===== src/rtl/gdc_pkg.sv =====
// ----------------------------------------------------------------------------
// gdc_pkg
// Shared types and constants for the greedy defective coloring engine.
// ----------------------------------------------------------------------------
package gdc_pkg;

   localparam int NODES_MAX = 64;
   localparam int MASK_W    = 64;
   localparam int LABEL_W   = 6;
   localparam int SIZE_W    = 7;
   localparam int DEG_W     = 6;
   localparam int COUNT_W   = 7;
   localparam int STATUS_W  = 2;

   localparam logic [STATUS_W-1:0] STATUS_PLACED  = 2'd0;
   localparam logic [STATUS_W-1:0] STATUS_IGNORED = 2'd1;
   localparam logic [STATUS_W-1:0] STATUS_CLEARED = 2'd2;

   localparam logic OP_CLEAR = 1'b0;
   localparam logic OP_PLACE = 1'b1;

   // One class as held by a cell: stable label, member set and size.
   typedef struct packed {
      logic [LABEL_W-1:0] label;
      logic [MASK_W-1:0]  members;
      logic [SIZE_W-1:0]  size;
   } gdc_rec_type;

   // Per-cell control from the sequencer.
   typedef struct packed {
      logic clear;
      logic tok_shift;
      logic take_left;
      logic take_right;
      logic load;
      logic set_occ;
   } gdc_cell_ctl_type;

endpackage


===== src/rtl/gdc_cell.sv =====
// ----------------------------------------------------------------------------
// gdc_cell
// One slot of the size-ordered class chain, with its scan token.
// ----------------------------------------------------------------------------
module gdc_cell import gdc_pkg::*; (
   input  logic             clock,
   input  logic             reset,
   input  gdc_cell_ctl_type ctl,
   input  logic             tok_in,
   input  gdc_rec_type      left_rec,
   input  gdc_rec_type      right_rec,
   input  gdc_rec_type      load_rec,
   output gdc_rec_type      rec,
   output logic             occ,
   output logic             tok
);

   gdc_rec_type rec_ff;
   logic        occ_ff;
   logic        tok_ff;

   always_ff @(posedge clock) begin
      if (reset) begin
         occ_ff <= 1'b0;
         tok_ff <= 1'b0;
      end else begin
         if (ctl.clear) begin
            occ_ff <= 1'b0;
         end else if (ctl.set_occ) begin
            occ_ff <= 1'b1;
         end
         if (ctl.tok_shift) begin
            tok_ff <= tok_in;
         end
      end
   end

   // A class slides in from a neighbor or is loaded from the sequencer.
   always_ff @(posedge clock) begin
      if (ctl.take_right) begin
         rec_ff <= right_rec;
      end else if (ctl.take_left) begin
         rec_ff <= left_rec;
      end else if (ctl.load) begin
         rec_ff <= load_rec;
      end
   end

   assign rec = rec_ff;
   assign occ = occ_ff;
   assign tok = tok_ff;

endmodule


===== config.mk =====
export PLATFORM = sky130hd
export DESIGN_NAME = gdc_cell
export DESIGN_NICKNAME = d
export VERILOG_FILES = /design/src/rtl/gdc_pkg.sv /design/src/rtl/gdc_cell.sv
export SDC_FILE = /design/constraint.sdc
export NUM_CORES = 1
export LEC_CHECK = 0
export ABC_AREA = 1
export ABC_CLOCK_PERIOD_IN_PS = 5000
export BUFFER_PORTS_ARGS = -buffer_cell sky130_fd_sc_hd__buf_2
export CAP_MARGIN = 10
export CORE_AREA = 4 4 121 123
export DETAILED_ROUTE_END_ITERATION = 10
export DIE_AREA = 0 0 125 127
export MAX_ROUTING_LAYER = met4
export PLACE_DENSITY_LB_ADDON = 0.15
export SLEW_MARGIN = 40
export SYNTH_ARGS = -nofsm -noshare
export SYNTH_HDL_FRONTEND = slang
export SYNTH_SLANG_ARGS = --single-unit

===== constraint.sdc =====
create_clock -name clock -period 5 [get_ports clock]
set_input_delay 0.5 -clock clock [delete_from_list [all_inputs] [get_ports clock]]
set_output_delay 0.5 -clock clock [all_outputs]
set_load 0.03 [all_outputs]

**Word level (Yosys, flattened, before mapping)**

Cells that the tools add are included.

- Output and inout bits: 79
- Input port bits: 240
- Bits in registers: 79

- Reductions and logical operators: 2
- Mux-type cells: 3

Operator list:

| operator | count |
|---|---|
| $mux 77 | 3 |
| $reduce_bool 3->1 | 1 |
| $reduce_or 2->1 | 1 |

**Depth between registers and ports, before layout**

Gate-level depths: netlist (run 1).

- Word-level depth: 3
- Mapped depth: 7

**Least setup slack after synthesis (run 1)**

No wires, ideal clock.

- Kind: input-to-reg
- Start: input port ctl[3] in the netlist's numbering
- End: register rec_ff, in the netlist rec[0], enable pin
- Arrival: 2.629 ns
- Library setup time: 0.437 ns
- Buffers on the path: 2
- Path slack: 1.933 ns
- Stages on the path: 4
- Cell sequence: buf_4 clkbuf_1 nor2_1 nand2_1

- Word-level cells in the longest chain between the ends: 1

Ends and longest elaborated chain:

| element | RTL line | source |
|---|---|---|
| start, declared | gdc_cell.sv:8 | `input gdc_cell_ctl_type ctl,` |
| $reduce_bool 3->1 (no line) | - |  |
| end signal, assigned | gdc_cell.sv:41 | `rec_ff <= right_rec;` |
| end signal, assigned | gdc_cell.sv:43 | `rec_ff <= left_rec;` |
| end signal, assigned | gdc_cell.sv:45 | `rec_ff <= load_rec;` |
| end, declared | gdc_cell.sv:18 | `gdc_rec_type rec_ff;` |

Every way passes these cells.
A chain may end at the register's enable or synchronous reset.

**Final worst setup path (run 1)**

- Start: input port ctl[3] in the netlist's numbering
- End: register rec_ff, in the netlist rec[4] (data pin)

- Word-level cells in the longest chain between the ends: 2

Ends and longest elaborated chain:

| element | RTL line | source |
|---|---|---|
| $mux 77 | gdc_cell.sv:42 | `end else if (ctl.take_left) begin` |
| $mux 77 | gdc_cell.sv:40 | `if (ctl.take_right) begin` |

Every way passes these cells.

==> results of run 1 <==
[worst min path at each step]
stage           start  endpoint  slack, ns  cells past startpoint
5_1_grt        ctl[5]       occ       0.31                      2
6_report       ctl[5]       occ       0.32                      2
4_1_cts        ctl[5]       occ       0.31                      2
3_5_place_dp      tok       tok       0.45                      2
3_3_place_gp      tok       tok       0.45                      2
2_1_floorplan   reset       tok       0.57                      1
[layout make-up]
type | count | area (um2) | area share
inverter | 157 | 589 | 0.0876
tap | 180 | 225 | 0.0335
antenna | 1 | 2.50 | 0.000372
sequential | 79 | 2350 | 0.350
clock buffer | 14 | 284 | 0.0422
timing repair buffer | 322 | 1630 | 0.242
clock inverter | 2 | 60.1 | 0.00893
multi-input combinational | 392 | 1590 | 0.236
[synthesized netlist by cell type]
library cell	instances	area (um2)
nand2_1	311	1170
inv_1	155	582
edfxtp_1	77	2310
nand3_1	77	385
buf_2	19	95.1
buf_6	7	78.8
clkbuf_1	5	18.8
buf_4	3	22.5
dfxtp_1	2	40.0
inv_2	2	7.51
nor2_1	2	7.51
a21oi_1	1	5.00
nor3_1	1	5.00
[cell families after synthesis]
family,count (synthesis),share of synthesized area
compound gates,1,0.00106
simple gates,391,0.331
buf+inv,191,0.170
flops,79,0.498
[state kept, by name, summed over array words and instances (netlist names)]
| name | flops |
|---|---|
| tok | 1 |
| occ | 1 |
| rec | 77 |
[routing by layer]
layer	up-vias	wire length, um
li1	2560	-
met1	2031	6180
met2	232	7310
met3	24	1420
met4	0	385
met5	-	0
[where the power goes]
part / switching [mW] / total, mW / internal [mW]
clock: 0.248 / 0.741 / 0.492
sequential: 0.0160 / 0.830 / 0.814
combinational: 0.331 / 0.499 / 0.168
total: 0.595 / 2.07 / 1.47
[cell usage in the layout (no fill, tap or decap)]
master,instances
buf_6,2
nand3_1,77
a21oi_1,1
dfxtp_1,2
nand2_8,1
bufinv_16,2
buf_4,2
clkbuf_16,9
diode_2,1
inv_2,2
nand2_1,310
inv_1,155
edfxtp_1,77
buf_2,318
nor2_1,2
clkbuf_1,1
clkbuf_8,4
nor3_1,1
[critical path, delay by kind of cell]
kind | cells | cell delay [ns]
and+or+nand+nor | 3 | 0.28
buffers and inverters | 3 | 1.43
==> results.py, run 1 <==
metrics = {
    "status": {
        "status": "complete, no violations",
    },
    "placement": {
        "dp_hpwl_mm": 11.2,
        "dp.cells": 1130,
        "gp_congestion": 0.820,
        "place_ws_ns": 2.44,
        "place_area_um2": 6370,
        "port_buffers": 318,
    },
    "global_routing": {
        "met3_usage": 0.0539,
        "grt_use_total": 0.190,
        "grt_pass1_wl_mm": 23.2,
        "grt_busiest_layer": "met2",
        "antenna_found_initial": 1,
        "grt_pass1_vias": 4578,
        "use_met1": 0.222,
        "use_met2": 0.312,
        "grt-ovfl-total": 0,
        "grt_max_degree": 78,
    },
    "power": {
        "power_leakage_nw": 4.12,
        "total_power_mw": 2.07,
        "ir_worst_vdd_mv": 0.175,
        "power_density_nw_per_um2": 307,
    },
    "route": {
        "routed_via_density": 4.23,
        "vias": 4847,
        "finalWirelength_mm": 15.3,
        "ant_nets": 0,
        "wl_per_cell_um": 13.3,
        "drc_errors": 0,
        "dr.pass1.iters": 4,
        "drt_iter0_drc": 233,
    },
    "sta": {
        "finalSetupViolCount": 0,
        "maxSlewHeadroom": 0.492,
        "rsz0062_at_grt": "false",
        "timing.hold.ws_ns": 0.325,
        "final_hold_viol_count": 0,
        "period_share": 0.440,
        "tns_ns": 0,
        "clock_skew_ns": 0,
        "min_period_ns": 2.20,
        "clock.fmax_mhz": 454,
        "worst_slew_pin_slew_ns": 0.762,
        "slew_viol_final": 0,
        "setup_slack_ns": 2.80,
    },
    "finish": {
        "areaGrowthSynthToFinish_pct": 42.4,
        "final_core_util": 0.492,
        "fin_area_um2": 6730,
        "layout.cells.non_filler": 1147,
        "final_nets": 1201,
        "drive_gt1_frac": 0.352,
        "fillers": 1441,
    },
    "critical_path": {
        "setup.worst_path.start": "ctl[3]",
        "critPathCaptureType": "flip-flop",
        "r2r-end": "occ",
        "cp-endpoint": "rec[4]",
        "reg2reg_depth": 2,
        "cp-start-kind": "input port",
        "critPathMostFrequentCell": "nand2_1",
        "reg2reg_slack_ns": 4.45,
        "slowest_delay_ns": 0.55,
        "crit_path_max_fanout": 47,
        "path_class": "in -> reg",
        "slowest_stage": "inv_2",
        "critPathRequiredTime_ns": 5.08,
        "cp_data_arrival_time_ns": 2.28,
        "reg2reg_from": "occ",
        "path_cells": "buf_2 -> inv_2 -> buf_4 -> nand2_1 -> nand3_1 -> nand2_1",
    },
    "synth": {
        "seq_area_frac_synth": 0.498,
        "synth_seq_cells": 79,
        "syn_inst": 662,
        "post_synth_num_cell_types": 13,
        "syn_area_um2": 4730,
        "syn_nets": 902,
        "ys_warn_count": 0,
        "avgSynthCellArea_um2": 7.14,
    },
    "clock_network": {
        "htreeDepth": 3,
        "clk_latency_ns": 0.33,
        "ctsHoldBuffers": 0,
        "cts_resized": 0,
        "clk_pin_slew_worst_paths_ns": 0.06,
        "cts_tree": "built",
        "clock_path_buffers": 2,
        "cts-buffers-inserted": 9,
        "postCtsSetupRepairBufs": 0,
        "root_buffer": "clkbuf_16",
        "clock-sinks": 79,
    },
    "floorplanning": {
        "io_pins": 319,
        "die_area_um2": 15900,
        "die_h_um": 127,
        "core_um2": 13700,
        "fp-row-count": 43,
        "start_util": 0.346,
        "fp.dieW_um": 125,
    },
    "worst_hold_path": {
        "min_path_type": "in -> reg",
    },
    "flow_run": {
        "cap_violations": 0,
    },
}
Power figures use the tool's default switching activity.
==> inputs of run 2 (changes only) <==
--- a/config.mk
+++ b/config.mk
@@ -6,7 +6,7 @@
 export NUM_CORES = 1
 export LEC_CHECK = 0
 export ABC_AREA = 1
-export ABC_CLOCK_PERIOD_IN_PS = 5000
+export ABC_CLOCK_PERIOD_IN_PS = 2110
 export BUFFER_PORTS_ARGS = -buffer_cell sky130_fd_sc_hd__buf_2
 export CAP_MARGIN = 10
 export CORE_AREA = 4 4 121 123
==> constraint.sdc (replaced) <==
create_clock -name clock -period 2.11 [get_ports clock]
set_input_delay 0.211 -clock clock [delete_from_list [all_inputs] [get_ports clock]]
set_output_delay 0.211 -clock clock [all_outputs]
set_load 0.03 [all_outputs]
==> results.py, run 2 (synthesized netlist as in run 1, its figures left out) <==
metrics = {
    "worst_hold_path": {
        "min_path_cells": 2,
        "hold_start": "ctl[5]",
        "min_path_type": "in -> reg",
        "min_to": "occ",
    },
    "placement": {
        "port_buffers": 318,
        "gp_congestion": 0.857,
        "dp_hpwl_mm": 12.0,
        "dp.cells": 1133,
        "place_area_um2": 6440,
    },
    "critical_path": {
        "crit_family": "flip-flops",
        "timing.critical_path.buf_inv": 1,
        "crit_path_max_fanout": 1,
        "cp_data_arrival_time_ns": 0.96,
        "slowest_stage": "edfxtp_1",
        "critPathRequiredTime_ns": 1.90,
        "reg2reg_from": "occ",
        "path_cells": "buf_2",
        "cp-start-kind": "flip-flop",
        "critPathCaptureType": "primary output",
        "reg2reg_slack_ns": 1.55,
        "r2r-end": "occ",
        "reg2reg_depth": 2,
        "path_class": "reg -> out",
        "slowest_delay_ns": 0.42,
    },
    "route": {
        "drt_iter0_drc": 267,
        "vias": 5032,
        "wl_per_cell_um": 14.0,
        "met2WireLength_mm": 7.93,
        "met3_length_mm": 1.44,
        "wirelength_met1_mm": 6.38,
        "dr.pass1.iters": 4,
        "ant_nets": 0,
        "top_layer": "met4",
        "finalWirelength_mm": 16.1,
        "routed_via_density": 4.38,
        "drc_errors": 0,
    },
    "power": {
        "power_density_nw_per_um2": 714,
        "ir_worst_vdd_mv": 0.431,
        "power_leakage_nw": 4.14,
        "total_power_mw": 4.82,
    },
    "floorplanning": {
        "io_pins": 319,
        "start_util": 0.346,
        "die_h_um": 127,
        "fp-row-count": 43,
        "core_um2": 13700,
        "fp.dieW_um": 125,
        "die_area_um2": 15900,
    },
    "clock_network": {
        "cts_tree": "built",
        "clock-sinks": 79,
        "clk_pin_slew_worst_paths_ns": 0.06,
        "cts-buffers-inserted": 9,
        "clock_path_buffers": 2,
        "clk_latency_ns": 0.34,
        "root_buffer": "clkbuf_16",
        "ctsHoldBuffers": 0,
        "htreeDepth": 3,
        "postCtsSetupRepairBufs": 0,
        "cts_resized": 0,
    },
    "sta": {
        "min_period_ns": 1.17,
        "clock_skew_ns": 0,
        "final_hold_viol_count": 0,
        "maxSlewHeadroom": 0.597,
        "finalSetupViolCount": 0,
        "clock.fmax_mhz": 853,
        "period_share": 0.556,
        "worst_slew_pin_slew_ns": 0.604,
        "rsz0062_at_grt": "false",
        "tns_ns": 0,
        "slew_viol_final": 0,
    },
    "finish": {
        "layout_commonest_cell": "buf_2",
        "final_core_util": 0.494,
        "areaGrowthSynthToFinish_pct": 42.7,
        "drive_gt1_frac": 0.351,
        "mostFrequentLayoutCells": "buf_2, nand2_1, inv_1",
        "final_nets": 1204,
        "antenna_cells": 0,
        "fin_area_um2": 6750,
        "layout.cells.non_filler": 1149,
        "largest_reg_flops": 77,
    },
    "global_routing": {
        "grt_pass1_vias": 4856,
        "grt_max_degree": 78,
        "antenna_found_initial": 0,
        "grt_pass1_wl_mm": 24.8,
        "grt-ovfl-total": 0,
        "grt_use_total": 0.204,
    },
    "status": {
        "status": "complete, no violations",
    },
    "flow_run": {
        "cap_violations": 0,
    },
}
[run 2: report_power, final]
group | internal (mW) | switching, mW
Sequential | 1.93 | 0.0477
Clock | 1.03 | 0.615
Combinational | 0.409 | 0.788
Total | 3.36 | 1.45
[run 2: cell type report]
cell class              count  area [um2]
fillers                  1455        6920
flip-flops and latches     79        2350
repair buffers            325        1700
multi-input cells         392        1580
inverters                 157         589
clock buffers              11         233
well taps                 180         225
clock inverters             5        72.6
[run 2: layer usage]
| metal | vias up | track usage |
|---|---|---|
| li1 | 2568 | - |
| met1 | 2197 | 0.236 |
| met2 | 242 | 0.345 |
| met3 | 25 | 0.0539 |
| met4 | 0 | 0.0727 |
| met5 | - | - |
[run 2: stage by stage]
step / setup WS (ns) / hold slack (ns)
final: 0.937 / 0.0316
after global routing: 0.871 / 0.0282
after CTS: 0.912 / 0.0130
after detailed placement: 0.627 / 0.378
after global placement: 0.643 / 0.376
after floorplan: 0.0724 / 0.280
[run 2: how the worst max path moves through the flow]
| stage | start | end | slack (ns) | cells after the start |
|---|---|---|---|---|
| after floorplan | ctl[3] | rec[0] | 0.07 | 4 |
| after global placement | ctl[2] | rec[23] | 0.64 | 4 |
| after detailed placement | ctl[3] | rec[4] | 0.63 | 6 |
| after CTS | rec[24] | rec[24] | 0.91 | 1 |
| after global routing | ctl[3] | rec[51] | 0.87 | 6 |
| final | rec[74] | rec[74] | 0.94 | 1 |
